<file path="config.mk">
export PLATFORM = sky130hd
export DESIGN_NAME = i2c_master_byte_engine_top_flat
export DESIGN_NICKNAME = d
export VERILOG_FILES = /design/src/hw/rtl/i2cm_pkg.sv /design/src/hw/rtl/i2cm_if.sv /design/src/hw/rtl/i2c_master_byte_engine_top.sv /design/src/hw/rtl/i2cm_seq.sv /design/src/flat_wrapper.sv
export SDC_FILE = /design/constraint.sdc
export NUM_CORES = 1
export LEC_CHECK = 0
export BUFFER_PORTS_ARGS = -buffer_cell sky130_fd_sc_hd__buf_2
export CAP_MARGIN = 5
export CORE_ASPECT_RATIO = 0.9
export CORE_MARGIN = 5
export CORE_UTILIZATION = 50
export CTS_BUF_LIST = sky130_fd_sc_hd__clkbuf_16
export CTS_CLUSTER_DIAMETER = 120
export DETAILED_ROUTE_END_ITERATION = 10
export PLACE_DENSITY = 0.69
export SYNTH_ARGS = -nofsm -noshare
export SYNTH_HDL_FRONTEND = slang
export SYNTH_SLANG_ARGS = --single-unit
</file>
<file path="constraint.sdc">
create_clock -name clk -period 5.6 [get_ports clk]
set_input_delay 0.28 -clock clk [delete_from_list [all_inputs] [get_ports clk]]
set_output_delay 0.28 -clock clk [all_outputs]
set_load 0.01 [all_outputs]
</file>
<file path="src/hw/rtl/i2cm_pkg.sv">
package i2cm_pkg;

	// Width of the bus delay counter and of the delay register.
	localparam int unsigned DELAY_WIDTH = 8;
	localparam int unsigned DELAY_RESET = 5;

	typedef enum logic [2:0] {
		CMD_NONE    = 3'd0,
		CMD_START   = 3'd1,
		CMD_RESTART = 3'd2,
		CMD_STOP    = 3'd3,
		CMD_READ    = 3'd4,
		CMD_WRITE   = 3'd5
	} cmd_t;

	typedef enum logic [4:0] {
		P_IDLE,
		P_RS_SDA_HI, P_RS_SCL_HI, P_RS_DELAY,
		P_ST_SDA_LO, P_ST_DELAY, P_ST_SCL_LO,
		P_W_SDA, P_W_SCL_HI, P_W_DELAY, P_W_SCL_LO,
		P_WA_RELEASE, P_WA_SCL_HI, P_WA_SAMPLE, P_WA_SCL_LO, P_WA_DRIVE_LO,
		P_R_RELEASE, P_R_DELAY, P_R_SCL_HI, P_R_SAMPLE, P_R_SCL_LO,
		P_RA_DRIVE, P_RA_SCL_HI, P_RA_DELAY, P_RA_SCL_LO, P_RA_SDA_LO,
		P_SP_SDA_LO, P_SP_DELAY1, P_SP_SCL_HI, P_SP_DELAY2, P_SP_SDA_HI, P_SP_DELAY3
	} phase_t;

	typedef struct packed {
		logic [2:0] command;
		logic [7:0] data_byte;
		logic       last_read;
		logic       sda_in;
	} item_t;

	typedef struct packed {
		logic       scl_out;
		logic       sda_out;
		logic       sda_release;
		logic       busy_res;
		logic       done_res;
		logic       ack_received;
		logic [7:0] read_byte;
	} res_t;

	function automatic logic is_delay(phase_t p);
		return (p == P_RS_DELAY) || (p == P_ST_DELAY) || (p == P_W_DELAY) ||
		       (p == P_R_DELAY) || (p == P_RA_DELAY) || (p == P_SP_DELAY1) ||
		       (p == P_SP_DELAY2) || (p == P_SP_DELAY3);
	endfunction

endpackage

</file>
<file path="src/hw/rtl/i2cm_if.sv">
interface i2cm_in_if;
	logic       valid;
	logic       ready;
	logic [2:0] command;
	logic [7:0] data_byte;
	logic       last_read;
	logic       sda_in;

	modport source (output valid, command, data_byte, last_read, sda_in, input ready);
	modport sink (input valid, command, data_byte, last_read, sda_in, output ready);
endinterface

interface i2cm_out_if;
	logic       valid;
	logic       ready;
	logic       scl_out;
	logic       sda_out;
	logic       sda_release;
	logic       busy_res;
	logic       done_res;
	logic       ack_received;
	logic [7:0] read_byte;

	modport source (output valid, scl_out, sda_out, sda_release, busy_res, done_res,
		ack_received, read_byte, input ready);
	modport sink (input valid, scl_out, sda_out, sda_release, busy_res, done_res,
		ack_received, read_byte, output ready);
endinterface

interface i2cm_cfg_if;
	logic       valid;
	logic       ready;
	logic [7:0] data;

	modport source (output valid, data, input ready);
	modport sink (input valid, data, output ready);
endinterface

</file>
<file path="src/hw/rtl/i2c_master_byte_engine_top.sv">
// Bit-banged I2C master byte engine. Every beat on req is one bus tick and may
// carry a command (start, restart, stop, read byte, write byte); every tick
// yields exactly one beat on rsp with the SCL/SDA levels after that tick, the
// busy and done flags, the last write's acknowledge and the last read byte.
// A command is only taken while the engine is idle; otherwise it is dropped.
// Throughput is one tick per clock cycle: a tick is latched in the input
// register, the sequencer works it out combinationally and writes the result
// register, which drives rsp. A stalled rsp holds the pipeline; req keeps
// flowing as long as the result register drains.
// cfg sets delay_ticks (reset 5, zero acts as one), the number of ticks held
// at each bus delay point; write it only while the engine is idle.
module i2c_master_byte_engine_top (
	input  logic        clk,
	input  logic        arst_n,
	i2cm_in_if.sink     req,
	i2cm_out_if.source  rsp,
	i2cm_cfg_if.sink    cfg
);

	i2cm_pkg::item_t                    item_s1;
	logic                               valid_s1;
	i2cm_pkg::res_t                     res_c;
	i2cm_pkg::res_t                     res_q;
	logic                               out_valid_q;
	logic [i2cm_pkg::DELAY_WIDTH-1:0]   delay_q;
	logic                               adv;

	// The sequencer steps when a tick is latched and the result slot is free
	// or being emptied this cycle.
	assign adv       = valid_s1 && (!out_valid_q || rsp.ready);
	assign req.ready = !valid_s1 || adv;
	assign cfg.ready = 1'b1;

	always_ff @(posedge clk or negedge arst_n) begin
		if (!arst_n) begin
			delay_q <= i2cm_pkg::DELAY_WIDTH'(i2cm_pkg::DELAY_RESET);
		end else if (cfg.valid) begin
			delay_q <= i2cm_pkg::DELAY_WIDTH'(cfg.data);
		end
	end

	// Input register
	always_ff @(posedge clk or negedge arst_n) begin
		if (!arst_n) begin
			valid_s1 <= 1'b0;
		end else if (req.ready) begin
			valid_s1 <= req.valid;
		end
	end

	always_ff @(posedge clk) begin
		if (req.valid && req.ready) begin
			item_s1 <= '{command: req.command, data_byte: req.data_byte,
				last_read: req.last_read, sda_in: req.sda_in};
		end
	end

	i2cm_seq u_seq (
		.clk         (clk),
		.arst_n      (arst_n),
		.step        (adv),
		.item        (item_s1),
		.delay_ticks (delay_q),
		.res         (res_c)
	);

	// Result register
	always_ff @(posedge clk or negedge arst_n) begin
		if (!arst_n) begin
			out_valid_q <= 1'b0;
		end else if (adv) begin
			out_valid_q <= 1'b1;
		end else if (rsp.ready) begin
			out_valid_q <= 1'b0;
		end
	end

	always_ff @(posedge clk) begin
		if (adv) begin
			res_q <= res_c;
		end
	end

	assign rsp.valid        = out_valid_q;
	assign rsp.scl_out      = res_q.scl_out;
	assign rsp.sda_out      = res_q.sda_out;
	assign rsp.sda_release  = res_q.sda_release;
	assign rsp.busy_res     = res_q.busy_res;
	assign rsp.done_res     = res_q.done_res;
	assign rsp.ack_received = res_q.ack_received;
	assign rsp.read_byte    = res_q.read_byte;

endmodule

</file>
<file path="src/hw/rtl/i2cm_seq.sv">
// Bus sequencer: one tick of the I2C master per step.
module i2cm_seq (
	input  logic                                clk,
	input  logic                                arst_n,
	input  logic                                step,
	input  i2cm_pkg::item_t                     item,
	input  logic [i2cm_pkg::DELAY_WIDTH-1:0]    delay_ticks,
	output i2cm_pkg::res_t                      res
);

	i2cm_pkg::phase_t                   phase_q, ph_mid, ph_n;
	logic [3:0]                         bit_cnt_q, bc_n;
	logic [7:0]                         shift_q, sh_n;
	logic [i2cm_pkg::DELAY_WIDTH-1:0]   dly_q, dc_n, dc_dec, dly_load;
	logic                               scl_q, scl_n;
	logic                               sda_q, sda_n;
	logic                               rel_q, rel_n;
	logic                               ack_q, ack_n;
	logic                               nak_q, nak_n;
	logic [7:0]                         held_q, held_n;
	logic                               done;

	assign dly_load = (delay_ticks == '0) ? i2cm_pkg::DELAY_WIDTH'(1) : delay_ticks;
	assign dc_dec   = (dly_q != '0) ? dly_q - i2cm_pkg::DELAY_WIDTH'(1) : dly_q;

	always_comb begin
		ph_mid = phase_q;
		bc_n   = bit_cnt_q;
		sh_n   = shift_q;
		dc_n   = dly_q;
		scl_n  = scl_q;
		sda_n  = sda_q;
		rel_n  = rel_q;
		ack_n  = ack_q;
		nak_n  = nak_q;
		held_n = held_q;
		done   = 1'b0;

		// Command dispatch, only when idle.
		if (phase_q == i2cm_pkg::P_IDLE) begin
			unique case (item.command)
				i2cm_pkg::CMD_START: begin
					sh_n   = item.data_byte;
					ph_mid = i2cm_pkg::P_ST_SDA_LO;
				end
				i2cm_pkg::CMD_RESTART: begin
					sh_n   = item.data_byte;
					ph_mid = i2cm_pkg::P_RS_SDA_HI;
				end
				i2cm_pkg::CMD_STOP: begin
					ph_mid = i2cm_pkg::P_SP_SDA_LO;
				end
				i2cm_pkg::CMD_READ: begin
					nak_n  = item.last_read;
					ph_mid = i2cm_pkg::P_R_RELEASE;
				end
				i2cm_pkg::CMD_WRITE: begin
					sh_n   = item.data_byte;
					bc_n   = 4'd8;
					ph_mid = i2cm_pkg::P_W_SDA;
				end
				default: ;
			endcase
		end

		ph_n = ph_mid;
		unique case (ph_mid)
			i2cm_pkg::P_IDLE: ;
			i2cm_pkg::P_RS_SDA_HI: begin sda_n = 1'b1; ph_n = i2cm_pkg::P_RS_SCL_HI; end
			i2cm_pkg::P_RS_SCL_HI: begin scl_n = 1'b1; ph_n = i2cm_pkg::P_RS_DELAY; end
			i2cm_pkg::P_RS_DELAY: begin
				dc_n = dc_dec;
				if (dc_dec == '0) ph_n = i2cm_pkg::P_ST_SDA_LO;
			end
			i2cm_pkg::P_ST_SDA_LO: begin sda_n = 1'b0; ph_n = i2cm_pkg::P_ST_DELAY; end
			i2cm_pkg::P_ST_DELAY: begin
				dc_n = dc_dec;
				if (dc_dec == '0) ph_n = i2cm_pkg::P_ST_SCL_LO;
			end
			i2cm_pkg::P_ST_SCL_LO: begin
				scl_n = 1'b0;
				bc_n  = 4'd8;
				ph_n  = i2cm_pkg::P_W_SDA;
			end
			i2cm_pkg::P_W_SDA: begin sda_n = sh_n[7]; ph_n = i2cm_pkg::P_W_SCL_HI; end
			i2cm_pkg::P_W_SCL_HI: begin scl_n = 1'b1; ph_n = i2cm_pkg::P_W_DELAY; end
			i2cm_pkg::P_W_DELAY: begin
				dc_n = dc_dec;
				if (dc_dec == '0) ph_n = i2cm_pkg::P_W_SCL_LO;
			end
			i2cm_pkg::P_W_SCL_LO: begin
				scl_n = 1'b0;
				sh_n  = {sh_n[6:0], 1'b0};
				bc_n  = bc_n - 4'd1;
				ph_n  = (bc_n == 4'd0) ? i2cm_pkg::P_WA_RELEASE : i2cm_pkg::P_W_SDA;
			end
			i2cm_pkg::P_WA_RELEASE: begin
				rel_n = 1'b1;
				sda_n = 1'b1;
				ph_n  = i2cm_pkg::P_WA_SCL_HI;
			end
			i2cm_pkg::P_WA_SCL_HI: begin scl_n = 1'b1; ph_n = i2cm_pkg::P_WA_SAMPLE; end
			i2cm_pkg::P_WA_SAMPLE: begin
				ack_n = ~item.sda_in;
				ph_n  = i2cm_pkg::P_WA_SCL_LO;
			end
			i2cm_pkg::P_WA_SCL_LO: begin scl_n = 1'b0; ph_n = i2cm_pkg::P_WA_DRIVE_LO; end
			i2cm_pkg::P_WA_DRIVE_LO: begin
				rel_n = 1'b0;
				sda_n = 1'b0;
				ph_n  = i2cm_pkg::P_IDLE;
				done  = 1'b1;
			end
			i2cm_pkg::P_R_RELEASE: begin
				rel_n = 1'b1;
				sda_n = 1'b1;
				sh_n  = 8'h00;
				bc_n  = 4'd8;
				ph_n  = i2cm_pkg::P_R_DELAY;
			end
			i2cm_pkg::P_R_DELAY: begin
				dc_n = dc_dec;
				if (dc_dec == '0) ph_n = i2cm_pkg::P_R_SCL_HI;
			end
			i2cm_pkg::P_R_SCL_HI: begin scl_n = 1'b1; ph_n = i2cm_pkg::P_R_SAMPLE; end
			i2cm_pkg::P_R_SAMPLE: begin
				sh_n = {sh_n[6:0], item.sda_in};
				ph_n = i2cm_pkg::P_R_SCL_LO;
			end
			i2cm_pkg::P_R_SCL_LO: begin
				scl_n = 1'b0;
				bc_n  = bc_n - 4'd1;
				ph_n  = (bc_n == 4'd0) ? i2cm_pkg::P_RA_DRIVE : i2cm_pkg::P_R_DELAY;
			end
			i2cm_pkg::P_RA_DRIVE: begin
				held_n = sh_n;
				rel_n  = 1'b0;
				sda_n  = nak_n;
				ph_n   = i2cm_pkg::P_RA_SCL_HI;
			end
			i2cm_pkg::P_RA_SCL_HI: begin scl_n = 1'b1; ph_n = i2cm_pkg::P_RA_DELAY; end
			i2cm_pkg::P_RA_DELAY: begin
				dc_n = dc_dec;
				if (dc_dec == '0) ph_n = i2cm_pkg::P_RA_SCL_LO;
			end
			i2cm_pkg::P_RA_SCL_LO: begin scl_n = 1'b0; ph_n = i2cm_pkg::P_RA_SDA_LO; end
			i2cm_pkg::P_RA_SDA_LO: begin
				sda_n = 1'b0;
				ph_n  = i2cm_pkg::P_IDLE;
				done  = 1'b1;
			end
			i2cm_pkg::P_SP_SDA_LO: begin sda_n = 1'b0; ph_n = i2cm_pkg::P_SP_DELAY1; end
			i2cm_pkg::P_SP_DELAY1: begin
				dc_n = dc_dec;
				if (dc_dec == '0) ph_n = i2cm_pkg::P_SP_SCL_HI;
			end
			i2cm_pkg::P_SP_SCL_HI: begin scl_n = 1'b1; ph_n = i2cm_pkg::P_SP_DELAY2; end
			i2cm_pkg::P_SP_DELAY2: begin
				dc_n = dc_dec;
				if (dc_dec == '0) ph_n = i2cm_pkg::P_SP_SDA_HI;
			end
			i2cm_pkg::P_SP_SDA_HI: begin sda_n = 1'b1; ph_n = i2cm_pkg::P_SP_DELAY3; end
			i2cm_pkg::P_SP_DELAY3: begin
				dc_n = dc_dec;
				if (dc_dec == '0) begin
					ph_n = i2cm_pkg::P_IDLE;
					done = 1'b1;
				end
			end
		endcase

		// Entering a hold point reloads the tick counter.
		if (i2cm_pkg::is_delay(ph_n) && !i2cm_pkg::is_delay(ph_mid)) dc_n = dly_load;

		res.scl_out      = scl_n;
		res.sda_out      = rel_n ? 1'b1 : sda_n;
		res.sda_release  = rel_n;
		res.busy_res     = (ph_n != i2cm_pkg::P_IDLE);
		res.done_res     = done;
		res.ack_received = ack_n;
		res.read_byte    = held_n;
	end

	always_ff @(posedge clk or negedge arst_n) begin
		if (!arst_n) begin
			phase_q   <= i2cm_pkg::P_IDLE;
			bit_cnt_q <= 4'd0;
			shift_q   <= 8'h00;
			dly_q     <= '0;
			scl_q     <= 1'b1;
			sda_q     <= 1'b1;
			rel_q     <= 1'b0;
			ack_q     <= 1'b0;
			nak_q     <= 1'b0;
			held_q    <= 8'h00;
		end else if (step) begin
			phase_q   <= ph_n;
			bit_cnt_q <= bc_n;
			shift_q   <= sh_n;
			dly_q     <= dc_n;
			scl_q     <= scl_n;
			sda_q     <= sda_n;
			rel_q     <= rel_n;
			ack_q     <= ack_n;
			nak_q     <= nak_n;
			held_q    <= held_n;
		end
	end

endmodule
</file>
<file path="src/flat_wrapper.sv">
// flat-port wrapper written by rule: the top's interface ports become plain ports
module i2c_master_byte_engine_top_flat 
  (clk, arst_n, req_valid, req_command, req_data_byte, req_last_read, req_sda_in, req_ready, rsp_valid, rsp_scl_out, rsp_sda_out, rsp_sda_release, rsp_busy_res, rsp_done_res, rsp_ack_received, rsp_read_byte, rsp_ready, cfg_valid, cfg_data, cfg_ready);
  i2cm_in_if req_i ();
  i2cm_out_if rsp_i ();
  i2cm_cfg_if cfg_i ();
  input  logic clk;
  input  logic arst_n;
  input wire logic [$bits(req_i.valid)-1:0] req_valid;
  input wire logic [$bits(req_i.command)-1:0] req_command;
  input wire logic [$bits(req_i.data_byte)-1:0] req_data_byte;
  input wire logic [$bits(req_i.last_read)-1:0] req_last_read;
  input wire logic [$bits(req_i.sda_in)-1:0] req_sda_in;
  output wire logic [$bits(req_i.ready)-1:0] req_ready;
  output wire logic [$bits(rsp_i.valid)-1:0] rsp_valid;
  output wire logic [$bits(rsp_i.scl_out)-1:0] rsp_scl_out;
  output wire logic [$bits(rsp_i.sda_out)-1:0] rsp_sda_out;
  output wire logic [$bits(rsp_i.sda_release)-1:0] rsp_sda_release;
  output wire logic [$bits(rsp_i.busy_res)-1:0] rsp_busy_res;
  output wire logic [$bits(rsp_i.done_res)-1:0] rsp_done_res;
  output wire logic [$bits(rsp_i.ack_received)-1:0] rsp_ack_received;
  output wire logic [$bits(rsp_i.read_byte)-1:0] rsp_read_byte;
  input wire logic [$bits(rsp_i.ready)-1:0] rsp_ready;
  input wire logic [$bits(cfg_i.valid)-1:0] cfg_valid;
  input wire logic [$bits(cfg_i.data)-1:0] cfg_data;
  output wire logic [$bits(cfg_i.ready)-1:0] cfg_ready;
  assign req_i.valid = req_valid;
  assign req_i.command = req_command;
  assign req_i.data_byte = req_data_byte;
  assign req_i.last_read = req_last_read;
  assign req_i.sda_in = req_sda_in;
  assign req_ready = req_i.ready;
  assign rsp_valid = rsp_i.valid;
  assign rsp_scl_out = rsp_i.scl_out;
  assign rsp_sda_out = rsp_i.sda_out;
  assign rsp_sda_release = rsp_i.sda_release;
  assign rsp_busy_res = rsp_i.busy_res;
  assign rsp_done_res = rsp_i.done_res;
  assign rsp_ack_received = rsp_i.ack_received;
  assign rsp_read_byte = rsp_i.read_byte;
  assign rsp_i.ready = rsp_ready;
  assign cfg_i.valid = cfg_valid;
  assign cfg_i.data = cfg_data;
  assign cfg_ready = cfg_i.ready;
  i2c_master_byte_engine_top u_core (.clk(clk), .arst_n(arst_n), .req(req_i), .rsp(rsp_i), .cfg(cfg_i));
endmodule
</file>
==> results of run 1 <==
## cell type report
cell class / instances / area [um^2]
clock inverter: 7 / 42.5
sequential: 75 / 2020
fill: 837 / 3900
inverter: 17 / 63.8
clock buffer: 9 / 225
timing repair buffer: 47 / 250
multi-input combinational: 375 / 2350
tap: 122 / 153
## critical path: stages (launching register included)
cell and delay [ns]:
dfrtp_1 0.67, nor3_4 0.42, nand4_2 0.31, nand2_1 0.20
ha_1 0.21, nand2b_1 0.07, a21oi_1 0.16, o22ai_1 0.11
nor4_1 0.23, o21ai_1 0.10, a311o_1 0.38, or4_1 0.52
o31a_1 0.23, and2_4 0.24, a311oi_1 0.24
## placed cells by master (no fill, tap or decap), drive strengths merged, types with 5 or more instances in the layout
| master | n |
|---|---|
| and2 | 7 |
| inv | 22 |
| mux2 | 19 |
| clkbuf | 9 |
| nand2 | 58 |
| edfxtp | 27 |
| nor4 | 7 |
| o21ai | 36 |
| and3 | 7 |
| nor2 | 59 |
| nand3 | 7 |
| mux2i | 10 |
| or3 | 6 |
| a31oi | 9 |
| nand3b | 5 |
| a21oi | 39 |
| dfrtp | 44 |
| nand2b | 11 |
| a311oi | 9 |
| nor3 | 9 |
| buf | 47 |
## registers in the layout, summed over array words and instances (netlist names), 4 cells and up
register,count
u_core.rsp.read_byte,8
u_core.u_seq.held_q,8
u_core.u_seq.phase_q,5
u_core.delay_q,8
u_core.u_seq.shift_q,8
u_core.u_seq.dly_q,8
u_core.item_s1,13
u_core.u_seq.bit_cnt_q,4
## final timing paths
path | start | end | slack (ns)
worst max-delay path | u_core.u_seq.phase_q[4] | u_core.u_seq.dly_q[1] | 1.42
worst min-delay path | arst_n | u_core.u_seq.held_q[7] | 0.05
worst max register to register | u_core.u_seq.phase_q[4] | u_core.u_seq.dly_q[1] | 1.42
worst min register to register | u_core.u_seq.scl_q | u_core.u_seq.scl_q | 0.46
max in group asynchronous | arst_n | u_core.u_seq.dly_q[3] | 5.11
min in group clk | req_data_byte[0] | u_core.item_s1[2] | 0.12
## power groups by stage
stage	Combinational, W	Clock [W]	Sequential [W]
2_1_floorplan	0.00109	0	0.000873
3_3_place_gp	0.00138	0	0.000940
3_5_place_dp	0.00137	0	0.000945
4_1_cts	0.00138	0.000541	0.000936
5_1_grt	0.00154	0.000569	0.000963
6_report	0.00141	0.000531	0.000941
## cells in the mapped netlist (5+ instances only)
master / n / area [um^2]
a21oi_1: 38 / 190
a311oi_1: 7 / 61.3
a31oi_1: 9 / 56.3
and2_1: 5 / 31.3
and3_1: 7 / 43.8
buf_2: 8 / 40.0
clkbuf_1: 13 / 48.8
dfrtp_1: 44 / 1100
edfxtp_1: 27 / 811
inv_1: 17 / 63.8
mux2_2: 18 / 203
mux2i_1: 10 / 100
nand2_1: 58 / 218
nand2b_1: 11 / 68.8
nand3_1: 7 / 35.0
nand3b_1: 5 / 37.5
nor2_1: 58 / 218
nor3_1: 7 / 35.0
nor4_1: 6 / 37.5
o21ai_0: 33 / 165
or3_1: 6 / 37.5
## logic make-up after synthesis
family / Yosys count / synth area share
adders and majority gates: 3 / 0.00823
muxes: 29 / 0.0688
DFF: 75 / 0.442
xor gates and xnor gates: 3 / 0.00576
other: 1 / 0.000822
AOI/OAI and AO/OA: 141 / 0.205
buffers and inverters: 44 / 0.0450
and+or+nand+nor: 198 / 0.224
## per-stage QoR
stage	hold slack, ns	cells	power (W)
finish	0.0534	652	0.00288
global route	0.107	652	0.00307
CTS	0.0845	652	0.00285
detailed placement	0.436	636	0.00232
global placement	0.431	636	0.00232
floorplan	-0.0156	494	0.00196
## per-layer routing
| metal | up-vias | track usage |
|---|---|---|
| met5 | - | 0 |
| met4 | 0 | 0.0559 |
| met3 | 33 | 0.0420 |
| met2 | 209 | 0.309 |
| met1 | 1913 | 0.331 |
| li1 | 1885 | - |
==> metrics.txt, run 1 <==
switch share=0.447; wire length on met2=between 4 and 5 mm; Initial Util=0.507; placed standard-cell area=a little under 5000 um^2; CTS root buf=clkbuf_16; Fin. Hold Viols=0; Util after Layout=0.566; Nets=approximately 550; Via density=6.20; share of cells above drive strength 1=0.198; CP Launch Type=register; sequential power share=0.327; leakage power=~2.2 nW; Num Clock Sinks=75; post-CTS setup buffer count=0; Post-synth EDFFs=27; Primary FF master, synth=dfrtp_1; gr usage total=0.215; count of pins over their slew limit=0; Clk network pwr share=0.184; min cycle time layout=4.18 ns; PwrDens=~560 nW/um^2; number of global-route vias before repair=roughly 3700; Slew @ Worst Pin=0.951 ns; Slew HR=0.362; Reg clk slew, reported paths=0.06 ns; pin count of the biggest net entering global routing=a little under 50; CP arrival=~4.4 ns; Crit Path Category=register to register; ANT cells=0; Critical Path Sink Type=register; clk buf depth=2; DIE AREA=11100 um^2; Setup Skew=around 0.0083 ns; Rows=33; IO Port Bufs=41; CTS buffer count=9; Pint=~0.0016 W; Hold Path Class=input pin to async pin; post-synthesis sequential area ratio=0.442; Synth Instances=approximately 490; Fmax=about 240 MHz; Initial DRC Count=between 400 and 500; final setup margin=around 1.4 ns; Avg Inst Size Synth=roughly 9 um^2; Die Wd=111 um; Synth cell types=77; first-pass GRT wire length=just under 20 mm; pre-CTS setup slack=around 1.5 ns; syn_nets=between 500 and 600; Peak VDD IR=~0.00025 V; yosys synthesis warning count=0; Finished Cell Area=a little over 5000 um^2; 1st-pass router iterations=5; Ports=between 40 and 50; switching power=between 0.001 and 0.0015 W; Worst R2R Path Depth=14; WL met3=~920 um; clock latency on the worst-skew pair=between 0.3 and 0.4 ns; via count=slightly above 4000; Cell Area, Synth=between 4000 and 5000 um^2; initial antenna violation count=0; CP required=just under 6 ns; Setup TNS=0 ns; Final Cycle Share=0.747; Area growth, synth to finish=11.7%; core box area=around 9000 um^2; Post-synth ARST share=0.640; detailed placer's ending HPWL=between 8 and 9 mm; crit path max fanout=22; H-tree depth=3; Avg WL per Cell=between 15 and 20 um; DRC Markers=0; cts hold-fix bufs=0; Logic pwr share=0.489; RSZ-0062 raised after global routing=false; status=finished, final reports clean; Congestion Overflow GR=0; max cap viols=0; top routing layer in use=met4; Final Setup Violations=0; CTS tree=yes; Synth Register Bits=between 70 and 80; metal1 wirelength=5.93 mm; gpl congestion=0.996; post-CTS sizing=0; final WL=~12 mm; die height=between 100 and 150 um; Antenna Nets Post-Route=0
Power figures use the tool's default switching activity.
==> inputs of run 2 (changes only) <==
- PLACE_DENSITY: 0.69 -> 0.72
- clock period: 5.6 -> 3.8 ns (I/O delays scaled with it)
==> run 2 against run 1 <==
Net effect:
- total power rose by 58%
- cell area rose by 6.0%
- clock-buffer cell count grew 1
- sequential share of layout area decreased by 2.2 points
- worst hold slack worse by 0.024 ns
- critical path type unchanged
==> metrics.txt, run 2 (synthesized netlist as in run 1, its figures left out) <==
CP arrival=~3.9 ns; Area growth, synth to finish=18.4%; crit path max fanout=10; Overall Power=~0.0045 W; CTS buffer count=9; hold path start=req_command[1]; detailed placer's ending HPWL=9.18 mm; Hold Path Class=input pin to register; via count=4188; most flop-heavy register=u_core.item_s1; Worst R2R Path Depth=12; die height=between 100 and 150 um; most frequent cells in the layout=58 x nand2_1, 56 x nor2_1, 44 x dfrtp_1; initial antenna violation count=0; 1st-pass router iterations=5; switching power=0.00199 W; max reg flops=13; Fmax=277 MHz; leakage power=between 2 and 2.5 nW; placed standard-cell area=approximately 5000 um^2; reg2reg start=u_core.u_seq.phase_q[0]; clock latency on the worst-skew pair=0.33 ns; PwrDens=between 800 and 900 nW/um^2; commonest non-fill, non-tap cell in the layout=nand2_1; pin count of the biggest net entering global routing=49; Via density=around 6.1; met3 usage=0.0552; status=finished, final reports clean; CTS root buf=clkbuf_16; crit path launch=u_core.u_seq.phase_q[0]; share of cells above drive strength 1=0.250; reg2reg setup slack=between 0.15 and 0.2 ns; Clk network pwr share=0.173; Fin. Hold Viols=0; IO Port Bufs=41; H-tree depth=3; Critical Path Sink Type=register; Num Clock Sinks=75; DIE AREA=roughly 11000 um^2; first-pass GRT wire length=around 20 mm; CTS tree=yes; cts hold-fix bufs=0; Congestion Overflow GR=0; Pint=around 0.0026 W; Setup Skew=roughly 0.0077 ns; max cap viols=0; DRC Markers=0; Initial Util=0.507; gr usage total=0.227; Nets=about 590; GR Util met1=0.346; Rows=33; sequential power share=0.288; Slew @ Worst Pin=roughly 1.1 ns; Peak VDD IR=0.000471 V; Logic pwr share=0.538; gpl congestion=roughly 0.99; core box area=between 9000 and 10000 um^2; RSZ-0062 raised after global routing=false; Reg clk slew, reported paths=around 0.060 ns; number of global-route vias before repair=between 3000 and 4000; Hold Path End=u_core.item_s1[11]; WHS Path Cells=1; M2 GR Usage=0.308; Final Setup Violations=0; CP Launch Type=register; Final Cycle Share=0.952; Ports=43; final WL=about 12 mm; min cycle time layout=around 3.6 ns; count of pins over their slew limit=0; ANT cells=0; Finished Cell Area=around 5400 um^2; Avg WL per Cell=18.1 um; Setup TNS=0 ns; Antenna Nets Post-Route=0; Crit Path Category=register to register; CP required=approximately 4.0 ns; Initial DRC Count=between 500 and 600; clk buf depth=2; Die Wd=111 um; r2r endpoint=u_core.u_seq.dly_q[0]; switch share=0.437; Slew HR=0.259; gr busiest metal=met1; worst hold slack=between 0.02 and 0.03 ns; Util after Layout=0.600
==> run 2: power by group through the flow <==
stage | registers, W | clock network, W | logic, W
2_1_floorplan | 0.00129 | 0 | 0.00161
6_report | 0.00131 | 0.000789 | 0.00245
4_1_cts | 0.00130 | 0.000813 | 0.00228
5_1_grt | 0.00134 | 0.000847 | 0.00266
3_3_place_gp | 0.00130 | 0 | 0.00230
3_5_place_dp | 0.00131 | 0 | 0.00227
==> run 2: metal layers <==
| layer | vias to the layer above | share of wire |
|---|---|---|
| met1 | 2013 | 0.47 |
| met2 | 207 | 0.41 |
| li1 | 1944 | - |
| met3 | 24 | 0.090 |
| met5 | - | 0 |
| met4 | 0 | 0.021 |
==> run 2: final cells by class <==
cell class,count,area [um^2]
Fill cell,815,3600
Multi-Input combinational cell,376,2420
Sequential cell,75,2020
Timing Repair Buffer,77,473
Clock buffer,10,250
Tap cell,122,153
Inverter,17,63.8
Clock inverter,6,28.8
==> run 2: what timing repair did <==
action / in CTS / in global routing
resized for setup: 0 / 12
endpoints found under the setup margin: 0 / 8
buffers inserted: 0 / 7
==> run 2: worst max path at each step <==
stage | to | slack, ns | depth (start not counted)
after global routing | u_core.u_seq.dly_q[0] | 0.008 | 13
after detailed placement | u_core.u_seq.dly_q[0] | 0.09 | 14
final | u_core.u_seq.dly_q[0] | 0.18 | 12
after floorplan | u_core.u_seq.dly_q[1] | 0.25 | 17
after global placement | u_core.u_seq.dly_q[0] | 0.08 | 12
after CTS | u_core.u_seq.dly_q[0] | 0.07 | 14
==> run 2: stage by stage <==
step	setup slack, ns	instances
global route	0.00766	683
floorplan	0.247	494
CTS	0.0707	675
finish	0.183	683
global placement	0.0784	659
detailed placement	0.0901	659
==> run 2: critical path: stages, from the launching register on <==
cell and delay, ns:
dfrtp_1 0.46, buf_4 0.20, buf_4 0.14, or3_1 0.37
nor3_1 0.31, or2_2 0.23, a32oi_1 0.19, o21a_1 0.15
o21ai_1 0.32, xnor2_1 0.19, mux2_1 0.47, and2_4 0.22
a311oi_1 0.26
==> inputs of run 3 (changes only) <==
- RECOVER_POWER: not set -> 100
==> run 3 against run 2 <==
Net effect:
- the flow now finishes with violations (capacitance limit, slew limit)
- sequential cell count unchanged
- global-route usage unchanged
- maximum frequency down 0.38%
- worst hold slack worse by 0.00068 ns
- clock skew down 0.00059 ns
- first-iteration DRC count down 18%
- highest routed layer unchanged
- largest power group unchanged
- wire length up 0.29%
- critical path depth unchanged
- sequential share of layout area up 0.43 points
- largest cell class unchanged
- cell count unchanged
- via count up 0.31%
- worst setup slack worse by 0.014 ns
==> metrics.txt, run 3 (synthesized netlist as in run 1, its figures left out) <==
status=complete, but fails checks; failing checks=capacitance limit, slew limit; 1st-pass router iterations=5; Critical Path Sink Type=register; DIE AREA=11100 um^2; pin count of the biggest net entering global routing=just under 50; Setup TNS=0 ns; gpl congestion=0.988; register area=slightly above 2000 um^2; Fmax=about 280 MHz; Setup Skew=~0.0071 ns; multi-input combinational cell area=between 2000 and 2500 um^2; DRC Markers=0; Final Cycle Share=0.955; most frequent cells in the layout=58 x nand2_1, 56 x nor2_1, 44 x dfrtp_1; CTS buffer count=9; max reg flops=13; min cycle time layout=between 3 and 4 ns; number of global-route vias before repair=about 3800; via count=4201; ANT cells=0; die height=101 um; Slew @ Worst Pin=approximately 2.6 ns; pre-CTS setup slack=between 0.09 and 0.1 ns; H-tree depth=3; gr usage total=0.227; Nets=585; IO Port Bufs=41; Reg clk slew, reported paths=0.06 ns; detailed placer's ending HPWL=~9 mm; Peak VDD IR=approximately 0.00047 V; Avg WL per Cell=around 18 um; Crit Path Category=register to register; first-pass GRT wire length=approximately 20 mm; final setup margin=between 0.15 and 0.2 ns; Slew HR=-0.747; count of pins over their slew limit=around 50; CP arrival=between 3 and 4 ns; Area growth, synth to finish=17.1%; Via density=between 6 and 7; Initial DRC Count=421; Congestion Overflow GR=0; CTS root buf=clkbuf_16; crit path max fanout=7; Die Wd=between 100 and 150 um; Rows=33; CTS tree=yes; commonest non-fill, non-tap cell in the layout=nand2_1; Initial Util=0.507; PwrDens=around 840 nW/um^2; CP Launch Type=register; cts hold-fix bufs=0; clk buf depth=2; fill count=837; RSZ-0062 raised after global routing=false; most flop-heavy register=u_core.item_s1; Finished Cell Area=~5300 um^2; placed standard-cell area=~5000 um^2; Ports=43; leakage power=2.23 nW; Num Clock Sinks=between 70 and 80; CP required=just over 4 ns; share of cells above drive strength 1=0.198; Antenna Nets Post-Route=0; max cap viols=1; final WL=between 10 and 15 mm; clock latency on the worst-skew pair=about 0.33 ns; Final Setup Violations=0; initial antenna violation count=0; Hold Path Class=input pin to register; Fin. Hold Viols=0; core box area=about 9000 um^2
-- run 3: cell types whose count changed in the layout (fill, tap and decap cells not counted), sizes merged --
cell / before / now
buf: 76 / 49
clkbuf: 11 / 38
-- run 3: worst max-delay path: stages, from the launching register on --
cell and delay [ns]:
dfrtp_1 0.46, buf_4 0.19, buf_4 0.14, nor4_1 0.40, a22oi_1 0.25, o32ai_1 0.40
a311oi_1 0.14, a31oi_2 0.35, nand2_1 0.09, or4_1 0.44, o31a_1 0.19, and2_4 0.21
a311oi_1 0.26
-- run 3: worst paths after layout --
kind                                         start  cells past startpoint                         to  slack [ns]
max                        u_core.u_seq.phase_q[0]                     12      u_core.u_seq.dly_q[0]        0.17
min                                 req_command[1]                      1         u_core.item_s1[11]        0.03
max reg2reg                u_core.u_seq.phase_q[0]                     12      u_core.u_seq.dly_q[0]        0.17
min reg2reg                     u_core.u_seq.sda_q                      2         u_core.u_seq.sda_q        0.47
max in group asynchronous                   arst_n                      1          u_core.delay_q[1]        1.62
min in group asynchronous                   arst_n                      1  u_core.u_seq.bit_cnt_q[3]        0.67
-- run 3: per-stage QoR --
stage | total power (W) | util | hold WS (ns) | instances
finish | 0.00450 | 0.593 | 0.0290 | 683
global route | 0.00480 | 0.593 | 0.0189 | 683
CTS | 0.00439 | 0.587 | 0.0135 | 675
detailed placement | 0.00358 | 0.556 | 0.368 | 659
global placement | 0.00360 | 0.556 | 0.368 | 659
floorplan | 0.00289 | - | -0.106 | 494
-- run 3: final cells by class --
type / instances / share of cell area
multi-input cells: 376 / 0.451
flip-flops and latches: 75 / 0.378
repair buffers: 77 / 0.0782
clock buffers: 10 / 0.0468
well taps: 122 / 0.0286
inverters: 17 / 0.0119
clock inverters: 6 / 0.00539
-- run 3: power breakdown --
| group | internal, W | total (W) | switching [W] |
|---|---|---|---|
| Combinational | 0.000913 | 0.00239 | 0.00148 |
| Sequential | 0.00112 | 0.00131 | 0.000190 |
| Clock | 0.000474 | 0.000791 | 0.000317 |
| Total | 0.00251 | 0.00450 | 0.00199 |
-- run 3: what timing repair did --
item                                   CTS  global route
setup buffers                            0             7
endpoints found under the hold margin    0             0
resized for setup                        0            12
setup endpoints to repair                0             8
-- run 3: per-layer routing --
metal	up-vias	global-route usage	part of all wire
met5	-	0	0
met3	30	0.0552	0.089
met4	0	0.0862	0.020
met2	207	0.308	0.41
met1	2017	0.346	0.48
li1	1947	-	-
